**src/rtl/dib_pkg.sv**
```systemverilog
`default_nettype none
package dib_pkg;

    localparam int CountWidth  = 11;
    localparam int ByteWidth   = 8;
    localparam int IdWidth     = 32;
    localparam int PosWidth    = 3;
    localparam int InDataWidth = 24;

    localparam logic [CountWidth-1:0] MAX_BLOCK_IDS = CountWidth'(1024);

    localparam logic [ByteWidth-1:0] FMT_VINT = 8'd0;
    localparam logic [ByteWidth-1:0] FMT_B24  = 8'd24;
    localparam logic [ByteWidth-1:0] FMT_B32  = 8'd32;

    localparam logic KIND_START = 1'b0;
    localparam logic KIND_DATA  = 1'b1;

    localparam logic STATUS_OK    = 1'b0;
    localparam logic STATUS_ERROR = 1'b1;

    localparam logic [PosWidth-1:0] VINT_MAX_BYTES = 3'd5;
    localparam logic [PosWidth-1:0] B24_BYTES      = 3'd3;
    localparam logic [PosWidth-1:0] B32_BYTES      = 3'd4;

    typedef enum logic [5:0] {
        PH_IDLE   = 6'b000001,
        PH_FORMAT = 6'b000010,
        PH_VINT   = 6'b000100,
        PH_B24    = 6'b001000,
        PH_B32    = 6'b010000,
        PH_ERROR  = 6'b100000
    } phase_t;

    typedef struct packed {
        logic                  kind;
        logic [CountWidth-1:0] block_count;
        logic [ByteWidth-1:0]  data_byte;
    } item_t;

    typedef struct packed {
        logic               valid;
        logic [IdWidth-1:0] doc_id;
        logic               last_of_block;
        logic               status;
    } result_t;

endpackage
`default_nettype wire

```
**src/rtl/dib_core.sv**
```systemverilog
`default_nettype none
module dib_core (
    input  wire logic            clk,
    input  wire logic            rst_n,
    input  wire logic            fire,
    input  wire dib_pkg::item_t  item,
    output dib_pkg::result_t     res
);
    import dib_pkg::*;

    phase_t                phase_reg, phase_next;
    logic [CountWidth-1:0] ids_left_reg, ids_left_next;
    logic [IdWidth-1:0]    acc_reg, acc_next;
    logic [PosWidth-1:0]   pos_reg, pos_next;
    logic [IdWidth-1:0]    sum_reg, sum_next;

    logic [IdWidth-1:0]    vint_acc;
    logic [IdWidth-1:0]    vint_sum;
    logic [IdWidth-1:0]    b24_acc;
    logic [IdWidth-1:0]    b32_acc;
    logic [PosWidth-1:0]   pos_inc;
    logic [CountWidth-1:0] ids_dec;
    logic [CountWidth-1:0] count_clamped;
    logic [IdWidth-1:0]    low7;

    assign low7    = IdWidth'(item.data_byte[6:0]);
    assign pos_inc = pos_reg + 3'd1;
    assign ids_dec = ids_left_reg - CountWidth'(1);
    assign count_clamped = (item.block_count > MAX_BLOCK_IDS) ? MAX_BLOCK_IDS
                                                              : item.block_count;

    always_comb
    begin
        unique case (pos_reg)
            3'd0:    vint_acc = acc_reg | low7;
            3'd1:    vint_acc = acc_reg | (low7 << 7);
            3'd2:    vint_acc = acc_reg | (low7 << 14);
            3'd3:    vint_acc = acc_reg | (low7 << 21);
            3'd4:    vint_acc = acc_reg | (low7 << 28);
            default: vint_acc = acc_reg;
        endcase
    end

    assign vint_sum = sum_reg + vint_acc;
    assign b24_acc  = {8'd0, acc_reg[15:0], item.data_byte};
    assign b32_acc  = {acc_reg[23:0], item.data_byte};

    always_comb
    begin
        phase_next    = phase_reg;
        ids_left_next = ids_left_reg;
        acc_next      = acc_reg;
        pos_next      = pos_reg;
        sum_next      = sum_reg;
        res           = '0;
        if (item.kind == KIND_START)
        begin
            ids_left_next = count_clamped;
            acc_next      = '0;
            pos_next      = '0;
            sum_next      = '0;
            phase_next    = PH_FORMAT;
        end
        else
        begin
            unique case (phase_reg)
                PH_FORMAT:
                begin
                    if (item.data_byte == FMT_VINT || item.data_byte == FMT_B24 ||
                        item.data_byte == FMT_B32)
                    begin
                        if (ids_left_reg == '0)
                            phase_next = PH_IDLE;
                        else if (item.data_byte == FMT_VINT)
                            phase_next = PH_VINT;
                        else if (item.data_byte == FMT_B24)
                            phase_next = PH_B24;
                        else
                            phase_next = PH_B32;
                    end
                    else
                    begin
                        phase_next = PH_ERROR;
                        res.valid  = 1'b1;
                        res.status = STATUS_ERROR;
                    end
                end
                PH_VINT:
                begin
                    acc_next = vint_acc;
                    pos_next = pos_inc;
                    if (!item.data_byte[7] || pos_inc >= VINT_MAX_BYTES)
                    begin
                        sum_next   = vint_sum;
                        res.valid  = 1'b1;
                        res.doc_id = vint_sum;
                    end
                end
                PH_B24:
                begin
                    acc_next = b24_acc;
                    pos_next = pos_inc;
                    if (pos_inc >= B24_BYTES)
                    begin
                        res.valid  = 1'b1;
                        res.doc_id = b24_acc;
                    end
                end
                PH_B32:
                begin
                    acc_next = b32_acc;
                    pos_next = pos_inc;
                    if (pos_inc >= B32_BYTES)
                    begin
                        res.valid  = 1'b1;
                        res.doc_id = b32_acc;
                    end
                end
                PH_IDLE, PH_ERROR:
                begin
                end
                default:
                begin
                    phase_next = PH_IDLE;
                end
            endcase
            // emit an identifier: count down, clear the value, close the block on the last
            if (res.valid && res.status == STATUS_OK)
            begin
                ids_left_next     = ids_dec;
                res.last_of_block = (ids_dec == '0);
                acc_next          = '0;
                pos_next          = '0;
                if (ids_dec == '0)
                    phase_next = PH_IDLE;
            end
        end
    end

    always_ff @(posedge clk or negedge rst_n)
    begin
        if (!rst_n)
        begin
            phase_reg    <= PH_IDLE;
            ids_left_reg <= '0;
            acc_reg      <= '0;
            pos_reg      <= '0;
            sum_reg      <= '0;
        end
        else if (fire)
        begin
            phase_reg    <= phase_next;
            ids_left_reg <= ids_left_next;
            acc_reg      <= acc_next;
            pos_reg      <= pos_next;
            sum_reg      <= sum_next;
        end
    end

endmodule
`default_nettype wire

```
**src/rtl/dib_out_reg.sv**
```systemverilog
`default_nettype none
module dib_out_reg (
    input  wire logic                          clk,
    input  wire logic                          rst_n,
    input  wire logic                          load,
    input  wire dib_pkg::result_t              res,
    output logic                               free,
    output logic                               m_axis_tvalid,
    input  wire logic                          m_axis_tready,
    output logic [dib_pkg::IdWidth-1:0]        m_axis_tdata,
    output logic                               m_axis_tlast,
    output logic                               m_axis_tuser
);
    import dib_pkg::*;

    logic               valid_reg;
    logic [IdWidth-1:0] data_reg;
    logic               last_reg;
    logic               user_reg;

    assign free          = !valid_reg || m_axis_tready;
    assign m_axis_tvalid = valid_reg;
    assign m_axis_tdata  = data_reg;
    assign m_axis_tlast  = last_reg;
    assign m_axis_tuser  = user_reg;

    always_ff @(posedge clk or negedge rst_n)
    begin
        if (!rst_n)
            valid_reg <= 1'b0;
        else if (load)
            valid_reg <= 1'b1;
        else if (m_axis_tready)
            valid_reg <= 1'b0;
    end

    always_ff @(posedge clk)
    begin
        if (load)
        begin
            data_reg <= res.doc_id;
            last_reg <= res.last_of_block;
            user_reg <= res.status;
        end
    end

endmodule
`default_nettype wire

```
**src/rtl/doc_id_block_decoder_top.sv**
```systemverilog
// Document ID block decoder.
// Input stream: s_axis_tuser is the kind (0 = block start, 1 = data byte);
// s_axis_tdata carries block_count in [10:0] and data_byte in [18:11].
// A block start sets the ID count (clamped to 1024); the first data byte picks
// the format: 0 = delta varints, 24 = big-endian 3-byte, 32 = big-endian 4-byte.
// Output stream: m_axis_tdata is the 32-bit doc ID, m_axis_tlast marks the
// block's final ID and m_axis_tuser is the status (1 = unsupported format,
// with ID 0). After an error, bytes are dropped until the next block start.
// An accepted transaction lands in the input register and is decoded
// into the result register, which drives m_axis_tvalid. Throughput is one
// byte per cycle while the receiver keeps up, set by the single decode stage
// between those two registers. Reset clears the valid bits of both registers
// and puts the decoder idle with no block open.
// When the receiver stalls, the result register holds; items that give no
// result keep flowing, and an item that gives one waits in the input register,
// which drops s_axis_tready.
`default_nettype none
module doc_id_block_decoder_top (
    input  wire logic                            clk,
    input  wire logic                            rst_n,
    input  wire logic                            s_axis_tvalid,
    output logic                                 s_axis_tready,
    // [10:0] block_count, [18:11] data_byte, [23:19] zero
    input  wire logic [dib_pkg::InDataWidth-1:0] s_axis_tdata,
    // [0] kind
    input  wire logic                            s_axis_tuser,
    output logic                                 m_axis_tvalid,
    input  wire logic                            m_axis_tready,
    // [31:0] doc_id
    output logic [dib_pkg::IdWidth-1:0]          m_axis_tdata,
    output logic                                 m_axis_tlast,
    // [0] status
    output logic                                 m_axis_tuser
);
    import dib_pkg::*;

    logic    in_valid_reg;
    item_t   in_item_reg;
    result_t res;
    logic    out_free;
    logic    advance;

    assign advance       = in_valid_reg && (!res.valid || out_free);
    assign s_axis_tready = !in_valid_reg || advance;

    always_ff @(posedge clk or negedge rst_n)
    begin
        if (!rst_n)
            in_valid_reg <= 1'b0;
        else if (s_axis_tready)
            in_valid_reg <= s_axis_tvalid;
    end

    always_ff @(posedge clk)
    begin
        if (s_axis_tready && s_axis_tvalid)
        begin
            in_item_reg.kind        <= s_axis_tuser;
            in_item_reg.block_count <= s_axis_tdata[CountWidth-1:0];
            in_item_reg.data_byte   <= s_axis_tdata[CountWidth+ByteWidth-1:CountWidth];
        end
    end

    dib_core u_core (
        .clk   (clk),
        .rst_n (rst_n),
        .fire  (advance),
        .item  (in_item_reg),
        .res   (res)
    );

    dib_out_reg u_out (
        .clk           (clk),
        .rst_n         (rst_n),
        .load          (advance && res.valid),
        .res           (res),
        .free          (out_free),
        .m_axis_tvalid (m_axis_tvalid),
        .m_axis_tready (m_axis_tready),
        .m_axis_tdata  (m_axis_tdata),
        .m_axis_tlast  (m_axis_tlast),
        .m_axis_tuser  (m_axis_tuser)
    );

endmodule
`default_nettype wire
```
**config.mk**
```make
export PLATFORM = sky130hd
export DESIGN_NAME = doc_id_block_decoder_top
export DESIGN_NICKNAME = d
export VERILOG_FILES = /design/src/rtl/dib_pkg.sv /design/src/rtl/dib_core.sv /design/src/rtl/dib_out_reg.sv /design/src/rtl/doc_id_block_decoder_top.sv
export SDC_FILE = /design/constraint.sdc
export NUM_CORES = 1
export LEC_CHECK = 0
export BUFFER_PORTS_ARGS = -buffer_cell sky130_fd_sc_hd__buf_4
export CORE_MARGIN = 2
export CORE_UTILIZATION = 42
export CTS_CLUSTER_DIAMETER = 80
export DETAILED_ROUTE_END_ITERATION = 10
export HOLD_SLACK_MARGIN = 0.05
export PLACE_DENSITY = 0.63
export SYNTH_ARGS = -nofsm -noshare
export SYNTH_HDL_FRONTEND = slang
export SYNTH_HIERARCHICAL = 1
export SYNTH_SLANG_ARGS = --single-unit
```
**constraint.sdc**
```tcl
create_clock -name clk -period 5.6 [get_ports clk]
set_clock_uncertainty 0.15 [all_clocks]
set_input_delay 1.68 -clock clk [delete_from_list [all_inputs] [get_ports clk]]
set_output_delay 1.68 -clock clk [all_outputs]
set_load 0.05 [all_outputs]
```
==> impl_metrics.yaml, run 1 <==
run_status:
  status: "complete, no violations"
critical_path:
  timing.rr.start: "u_core/pos_reg[0]"
  crit_required_ps: 3770
  ff2ff_path_depth: 13
  cp-start-kind: "flop"
  r2r_slack_ps: 960
  cp-endpoint: "s_axis_tready"
  cp_max_fo: 23
  crit_type: "flop to primary output"
  cp-end-kind: "primary output"
  critPathLaunch: "u_core/pos_reg[0]"
  crit_arrival_ps: 2910
  reg2reg_to: "u_out/m_axis_tdata[31]"
clock_tree:
  cts.clk_slew.worst_paths_ps: 60
  cts_inserted_buffers: 17
  cts.path.max_buffers: 2
  cts_setup_buffers: 0
  cts_resized: 0
  clk_latency_ps: 430
  cts.sink_count: 140
  root_buffer: "clkbuf_16"
  htree_levels: 4
  cts_tree: "yes"
  ctsHoldBuffers: 0
power_and_ir_drop:
  p_leak_nw: 4.34
  power_density_nw_per_um2: 268
  ir_drop_mv: 0.209
  finalPower_w: 0.00260
synthesis:
  synth_edf_count: 54
  synth_compound_area_frac: 0.252
  syn_inst: 862
  synthAdderAreaFrac: 0.0734
  synth-simple-area-share: 0.142
  synth_top_family_by_area: "compound AO/OA/AOI/OAI gates"
  yosysSeqAreaShare: 0.446
  async_reset_ff_frac: 0.614
  yosysWarnings: 6
  ys.flop_type: "dfrtp_1"
  syn_nets: 940
  muxShareOfSynthArea: 0.0201
  ys_seq_elements: 140
  ys_types: 78
  synth-xor-area-share: 0.0321
  ys_top_cells_by_area: "dfrtp_1 25%, edfxtp_1 19%, ha_1 7.1%"
  syn_avg_cell_area_um2: 9.82
  yosysTopAreaCellShare: 0.251
  synth_area_um2: 8460
  synth_largest_area_cell: "dfrtp_1"
routing:
  wl_met3_um: 1310
  top_layer: "met4"
  routedWlPerCell_um: 19.2
  antenna_left: 0
  wl_um: 22700
  wl_met2_um: 10000
  dr.pass1.iters: 5
  avgViaCountPerCell: 5.91
  routed-via-count: 6976
  drt_iter0_drc: 818
  wl_met1_um: 10700
  drc: 0
grt:
  antenna_found_initial: 0
  grt-ovfl-total: 0
  grt_max_degree: 57
  grt_pass1_vias: 6714
  grt.total_usage: 0.218
  grt_pass1_wl_um: 37000
sta:
  hold_ws_ps: 333
  tightest_slew_ps: 1040
  period_needed_ps: 4740
  fin_crit_sh: 0.847
  fmax_ghz: 0.211
  setup_viol: 0
  maxSlewHeadroom: 0.307
  rsz0062_at_grt: "false"
  tns_ps: 0
  slew_violations: 0
  finalHoldViolations: 0
layout:
  drive_above_1_share: 0.133
  diodes: 0
  final_core_util: 0.495
  layout_common_cells: "85 x dfrtp_1, 80 x nand2_1, 69 x o21ai_0"
  fillers: 1827
  syn2layout_area_growth_pct: 14.7
  nets: 981
  mostFrequentLayoutCell: "dfrtp_1"
placement:
  dp_hpwl_um: 15700
  portBuffers: 59
  gp_congestion: 0.942
floorplanning:
  start_util: 0.432
  die_y_um: 146
  core_um2: 19600
  rows: 51
  die_w_um: 146
  fp.dieArea_um2: 21300
  num_io_pins: 65
worst_hold_path:
  worstHoldPathType: "flop to flop"
job:
  maxCapViolations: 0
-- worst min-delay path by stage --
stage	endpoint	slack (ps)	depth (start not counted)	from
after floorplan	u_core/acc_reg[28]	300	2	u_core/acc_reg[28]
after global placement	u_core/acc_reg[25]	310	2	u_core/acc_reg[25]
after detailed placement	u_core/acc_reg[25]	320	2	u_core/acc_reg[25]
after CTS	u_core/acc_reg[25]	330	2	u_core/acc_reg[25]
after global routing	u_core/acc_reg[25]	350	2	u_core/acc_reg[25]
final	u_core/acc_reg[25]	330	2	u_core/acc_reg[25]
-- Yosys cell counts (3+ instances only) --
cell,n
a32o_1,7
o21bai_1,5
a211oi_1,3
buf_1,3
buf_2,5
o211ai_1,4
dfrtp_1,85
ha_1,48
nor2b_1,10
nand3_1,20
o21ai_1,5
a32oi_1,4
nor3_1,15
nor2_1,63
buf_6,3
or4_1,4
nor3b_1,3
a31o_2,3
a21oi_1,64
inv_1,21
o21a_1,4
edfxtp_1,54
and3_1,4
clkbuf_1,31
a31oi_1,5
and2_1,7
a22oi_1,31
a21o_1,35
a22o_1,39
mux2i_1,17
nand2_1,80
nand2b_1,6
o22ai_1,7
xor2_1,9
o21ai_0,70
or3_1,5
clkbuf_2,3
nor4_1,4
o41ai_1,3
xnor2_1,22
-- through the flow --
step | instance area [um2] | std cells | setup slack [ps]
6_report | 9700 | 1181 | 856
5_1_grt | 9700 | 1181 | 603
4_1_cts | 9690 | 1180 | 831
3_5_place_dp | 9110 | 1148 | 1060
3_3_place_gp | 9110 | 1148 | 1090
2_1_floorplan | 8460 | 862 | 1370
-- final cells by class --
type / count / area, um2 / area share
Tap cell: 265 / 332 / 0.0342
Timing Repair Buffer: 68 / 510 / 0.0526
Clock inverter: 13 / 150 / 0.0155
Multi-Input combinational cell: 654 / 4420 / 0.456
Sequential cell: 140 / 3770 / 0.389
Clock buffer: 19 / 433 / 0.0446
Inverter: 22 / 82.6 / 0.00851
-- critical path, cell delays in order (launching register included) --
cell	delay [ps]
dfrtp_1	430
ha_1	240
ha_1	360
o21ai_0	280
nor2b_1	160
buf_4	290
nor3_1	100
nor2_1	300
nand3b_4	120
buf_4	200
-- power by group --
group / switching [W] / internal, W
sequential: 0.0000541 / 0.00112
clock: 0.000443 / 0.000693
combinational: 0.000185 / 0.000103
-- cell families after synthesis --
| group | count (synthesis) |
|---|---|
| compound gates | 314 |
| mux | 17 |
| flops | 140 |
| simple gates | 243 |
| buf+inv | 68 |
| xor+xnor | 31 |
| fa+ha+maj | 49 |
-- layer usage --
metal  track usage  up-vias
met4        0.0858        0
met3        0.0317       45
met5             0        -
li1              -     3307
met2         0.322      245
met1         0.323     3379
No activity file was read; power rests on OpenSTA's default activity.
==> inputs of run 2 (changes only) <==
--- a/config.mk
+++ b/config.mk
@@ -11,7 +11,7 @@
 export CTS_CLUSTER_DIAMETER = 80
 export DETAILED_ROUTE_END_ITERATION = 10
 export HOLD_SLACK_MARGIN = 0.05
-export PLACE_DENSITY = 0.63
+export PLACE_DENSITY = 0.65
 export SYNTH_ARGS = -nofsm -noshare
 export SYNTH_HDL_FRONTEND = slang
 export SYNTH_HIERARCHICAL = 1
==> constraint.sdc (replaced) <==
create_clock -name clk -period 4.14 [get_ports clk]
set_clock_uncertainty 0.15 [all_clocks]
set_input_delay 1.242 -clock clk [delete_from_list [all_inputs] [get_ports clk]]
set_output_delay 1.242 -clock clk [all_outputs]
set_load 0.05 [all_outputs]
==> impl_metrics.yaml, run 2 (synthesis gave the netlist of run 1 again) <==
run_status:
  status: "complete, no violations"
routing:
  routed-via-count: 7104
  routedWlPerCell_um: 18.8
  drt_iter0_drc: 789
  drc: 0
  wl_um: 23100
  dr.pass1.iters: 5
  antenna_left: 0
  avgViaCountPerCell: 5.79
sta:
  hold_ws_ps: 343
  slew_violations: 0
  finalHoldViolations: 0
  fmax_ghz: 0.248
  maxSlewHeadroom: 0.242
  tightest_slew_ps: 1130
  period_needed_ps: 4020
  fin_crit_sh: 0.972
  setup_slack_ps: 115
  setup_viol: 0
floorplanning:
  fp.dieArea_um2: 21300
  die_y_um: 146
  rows: 51
  num_io_pins: 65
  start_util: 0.432
  core_um2: 19600
  die_w_um: 146
power_and_ir_drop:
  ir_drop_mv: 0.298
  power_density_nw_per_um2: 360
  p_leak_nw: 4.59
clock_tree:
  cts.sink_count: 140
  clk_latency_ps: 430
  cts.clk_slew.worst_paths_ps: 60
  cts_tree: "yes"
  htree_levels: 4
  cts.path.max_buffers: 2
  root_buffer: "clkbuf_16"
  cts_inserted_buffers: 17
job:
  maxCapViolations: 0
layout:
  layout_common_cells: "114 x buf_4, 83 x dfrtp_1, 80 x nand2_1"
  mostFrequentLayoutCell: "buf_4"
  nets: 1027
  syn2layout_area_growth_pct: 20.3
  fillers: 1776
  diodes: 0
  drive_above_1_share: 0.191
  stdcell_count: 1227
  seq_area_um2: 3780
  final_cell_area_um2: 10200
  multi_input_area_um2: 4490
critical_path:
  cp_max_fo: 6
  r2r_slack_ps: 120
  cp-end-kind: "flop"
  cp_slowest_cell: "or4_1"
  crit_arrival_ps: 4050
  crit_type: "flop to flop"
  crit_chain: "ha_2, ha_1, or3_4, and2_4, a21oi_1, nor2_1, ha_1, a21o_1, a31oi_1, o21ai_1, o21bai_2, a211oi_4, or4_1, a32o_1"
  crit_path_frequent_cell: "ha_1"
  cp-start-kind: "flop"
  reg2reg_to: "u_out/m_axis_tdata[31]"
  ff2ff_path_depth: 14
  crit_required_ps: 4170
  slowest_delay_ps: 480
  timing.rr.start: "u_core/pos_reg[0]"
placement:
  dp.cells: 1186
  portBuffers: 59
  placed_cell_area_um2: 9380
  dp_hpwl_um: 16300
  pre_cts_ws_ps: 6.15
  gp_congestion: 0.922
grt:
  grt_pass1_vias: 6975
  grt_max_degree: 55
  grt_pass1_wl_um: 37400
  grt.total_usage: 0.221
  grt-ovfl-total: 0
  antenna_found_initial: 0
worst_hold_path:
  holdPathEnd: "u_core/acc_reg[27]"
  worstHoldPathType: "flop to flop"
  min_from: "u_core/acc_reg[27]"
  whs_path_depth: 2
[run 2: changes by cell type in the layout (fill, tap and decap cells not counted), moves of 3 or more]
cell | previous run | this run
buf_4 | 68 | 114
o21ai_1 | 4 | 7
a21oi_2 | 1 | 4
a21oi_1 | 64 | 61
ha_1 | 48 | 45
o21ai_0 | 69 | 66
[run 2: how the worst max path moves through the flow]
stage / from / end / depth (start not counted)
after floorplan: u_core/pos_reg[2] / u_out/m_axis_tdata[31] / 16
after global placement: u_core/pos_reg[0] / u_out/m_axis_tdata[31] / 15
after detailed placement: u_core/pos_reg[0] / u_out/m_axis_tdata[31] / 15
after CTS: u_core/pos_reg[0] / u_out/m_axis_tdata[31] / 16
after global routing: u_core/pos_reg[1] / u_out/m_axis_tdata[31] / 16
final: u_core/pos_reg[0] / u_out/m_axis_tdata[31] / 14
[run 2: final cells by class]
type | count | share of cell area
Multi-Input combinational cell | 654 | 0.441
Tap cell | 265 | 0.0326
Inverter | 22 | 0.00812
Timing Repair Buffer | 114 | 0.0841
Clock inverter | 13 | 0.0192
Sequential cell | 140 | 0.371
Clock buffer | 19 | 0.0435
[run 2: where the power goes]
part,switching [W],internal (W)
Combinational,0.000257,0.000146
Clock,0.000604,0.00108
Sequential,0.0000684,0.00151
Total,0.000930,0.00274
[run 2: layer usage]
metal  part of all wire  GRT usage  vias to the layer above
met5                  0          0                        -
met4              0.018     0.0760                        0
met3              0.049     0.0395                       31
met2               0.47      0.350                      199
met1               0.46      0.305                     3474
li1                   -          -                     3400
[run 2: stage by stage]
stage                     TNS [ps]  power (W)  utilization
after global placement           0    0.00199        0.479
final                            0    0.00367        0.519
after floorplan                  0    0.00187            -
after CTS                        0    0.00368        0.512
after detailed placement         0    0.00200        0.479
after global routing         -51.7    0.00379        0.519
[run 2: critical path, delay by kind of cell (launching register included)]
kind                       cells  cell delay (ps)
DFF                            1              440
AOI/OAI and AO/OA              7             1320
and+or+nand+nor                4             1120
adders and majority gates      3              730
[run 2: timing repair]
item / CTS / global route
hold buffers: 0 / 0
pin swaps: 1 / 5
setup endpoints to repair: 1 / 8
resized for setup: 1 / 22
buffers inserted: 1 / 8
==> inputs of run 3 (changes only) <==
--- a/config.mk
+++ b/config.mk
@@ -11,8 +11,8 @@
 export CTS_CLUSTER_DIAMETER = 80
 export DETAILED_ROUTE_END_ITERATION = 10
 export HOLD_SLACK_MARGIN = 0.05
-export PLACE_DENSITY = 0.65
+export PLACE_DENSITY = 0.63
+export RECOVER_POWER = 50
 export SYNTH_ARGS = -nofsm -noshare
 export SYNTH_HDL_FRONTEND = slang
-export SYNTH_HIERARCHICAL = 1
 export SYNTH_SLANG_ARGS = --single-unit
==> constraint.sdc (replaced) <==
create_clock -name clk -period 4.55 [get_ports clk]
set_clock_uncertainty 0.15 [all_clocks]
set_input_delay 1.365 -clock clk [delete_from_list [all_inputs] [get_ports clk]]
set_output_delay 1.365 -clock clk [all_outputs]
set_load 0.05 [all_outputs]
==> impl_metrics.yaml, run 3 <==
worst_hold_path:
  whs_path_depth: 2
  worstHoldPathType: "flop to flop"
synthesis:
  ys_types: 74
  syn_inst: 899
  synth_edf_count: 54
  syn_nets: 976
  yosysSeqAreaShare: 0.431
  syn_avg_cell_area_um2: 9.74
  async_reset_ff_frac: 0.614
  ys_seq_elements: 140
  synth_commonest_cells: "85 x dfrtp_1, 78 x nand2_1, 67 x nor2_1, 58 x a21oi_1, 57 x o21ai_0"
  synth_area_um2: 8750
  yosysTopAreaCellShare: 0.243
  ys_top_cells_by_area: "dfrtp_1 24%, edfxtp_1 19%, ha_1 6.7%"
  synth_largest_area_cell: "dfrtp_1"
  ys.flop_type: "dfrtp_1"
  yosysWarnings: 0
  synth.most_common_cell: "dfrtp_1"
placement:
  placed_cell_area_um2: 9460
  portBuffers: 59
  dp_hpwl_um: 17700
  gp_congestion: 0.925
critical_path:
  crit_type: "flop to primary output"
  cp-start-kind: "flop"
  crit_cells: 6
  crit_arrival_ps: 2800
  slowest_delay_ps: 550
  path_buf_inv: 1
  cp_top_family: "simple AND/OR/NAND/NOR gates"
  cp-end-kind: "primary output"
  cp_max_fo: 16
  cp_slowest_cell: "or4b_1"
  ff2ff_path_depth: 16
  crit_chain: "or4b_1, or3_4, nand2b_4, a31oi_2, nand3_1, buf_4"
  crit_required_ps: 3030
floorplanning:
  num_io_pins: 65
  start_util: 0.430
  core_um2: 20400
  rows: 52
  die_w_um: 148
  die_y_um: 148
  fp.dieArea_um2: 22000
sta:
  hold_ws_ps: 346
  fmax_ghz: 0.232
  slew_violations: 48
  period_needed_ps: 4310
  fin_crit_sh: 0.948
  setup_viol: 0
  maxSlewHeadroom: -0.872
  tightest_slew_ps: 2810
  tns_ps: 0
  rsz0062_at_grt: "false"
  finalHoldViolations: 0
grt:
  grt.total_usage: 0.236
  grt-ovfl-total: 0
  antenna_found_initial: 0
  grt_max_degree: 48
  grt_pass1_wl_um: 40000
  grt_pass1_vias: 7229
power_and_ir_drop:
  ir_drop_mv: 0.275
  p_leak_nw: 4.28
  power_density_nw_per_um2: 313
  finalPower_w: 0.00308
clock_tree:
  cts.clk_slew.worst_paths_ps: 70
  clk_latency_ps: 440
  cts.path.max_buffers: 2
  cts_tree: "yes"
  cts_inserted_buffers: 17
  cts_setup_buffers: 0
  htree_levels: 4
  cts.sink_count: 140
  ctsHoldBuffers: 0
  root_buffer: "clkbuf_16"
layout:
  final_core_util: 0.485
  syn2layout_area_growth_pct: 12.7
  drive_above_1_share: 0.0971
  layout_common_cells: "84 x dfrtp_1, 78 x nand2_1, 66 x nor2_1"
  final_cell_area_um2: 9870
  nets: 1022
  diodes: 0
  mostFrequentLayoutCell: "dfrtp_1"
routing:
  wl_um: 25100
  avgViaCountPerCell: 5.99
  antenna_left: 0
  dr.pass1.iters: 5
  drt_iter0_drc: 558
  drc: 0
  routed-via-count: 7356
  routedWlPerCell_um: 20.5
run_status:
  failed_checks: "max-capacitance violations, max-slew violations"
  status: "complete, but fails checks"
job:
  maxCapViolations: 1
==> run 3: cell count changes after synthesis, moves of 5 or more <==
| cell | before | now |
|---|---|---|
| a21oi_1 | 64 | 58 |
| a22o_1 | 39 | 32 |
| a31oi_1 | 5 | 12 |
| a32o_1 | 7 | 0 |
| clkbuf_1 | 31 | 37 |
| nand3_1 | 20 | 13 |
| nand4_1 | 2 | 8 |
| o211ai_1 | 4 | 11 |
| o21a_1 | 4 | 9 |
| o21ai_0 | 70 | 57 |
| o2bb2ai_1 | 0 | 33 |
| o31ai_1 | 2 | 7 |
==> run 3: worst paths after layout <==
| path | startpoint | end | slack, ps |
|---|---|---|---|
| setup reg to reg | u_core.pos_reg[0] | u_out.m_axis_tdata[26] | 380 |
| max in group asynchronous | rst_n | u_core.phase_reg[3] | 780 |
| hold reg to reg | u_core.sum_reg[18] | u_core.sum_reg[18] | 350 |
| hold / removal | u_core.sum_reg[18] | u_core.sum_reg[18] | 350 |
| setup / recovery | u_core.phase_reg[3] | s_axis_tready | 240 |
| min in group asynchronous | rst_n | u_core.sum_reg[30] | 1670 |
==> run 3: repair_timing <==
item                                    CTS  global route
endpoints found under the setup margin    0             1
hold endpoints to repair                  0             0
gates resized for setup                   0             1
==> run 3: per-stage QoR <==
step                      setup slack [ps]  cells
final                                  238   1228
after detailed placement               459   1196
after CTS                              160   1228
after global placement                 495   1196
after floorplan                        718    899
after global routing                  42.1   1228
==> run 3: final cells by class <==
class / instances / area [um2]
inverters: 21 / 78.8
clock buffers: 17 / 425
repair buffers: 80 / 469
clock inverters: 15 / 154
multi-input cells: 685 / 4630
flip-flops and latches: 140 / 3780
fillers: 1967 / 10500
well taps: 270 / 338
==> run 3: power by group <==
group / switching (W) / internal, W
Combinational: 0.000188 / 0.0000967
Clock: 0.000644 / 0.000729
Sequential: 0.0000656 / 0.00136
Total: 0.000897 / 0.00219
==> run 3: per-layer routing <==
metal  up-vias  GRT usage  part of all wire
met1      3558      0.329              0.46
met5         -          0                 0
met4         0     0.0857             0.027
li1       3494          -                 -
met3        48     0.0426             0.060
met2       256      0.369              0.45
==> run 3: logic make-up after synthesis <==
| logic type | count (synthesis) | synth area share |
|---|---|---|
| compound gates | 326 | 0.260 |
| simple gates | 257 | 0.144 |
| flops | 140 | 0.431 |
| mux | 21 | 0.0242 |
| fa+ha+maj | 48 | 0.0695 |
| buf+inv | 74 | 0.0376 |
| xor+xnor | 33 | 0.0330 |
==> run 3: worst min-delay path: cells and delay by family (launching register included) <==
kind            cells  cell delay (ps)
flops               1              360
compound gates      1               60
simple gates        1               50
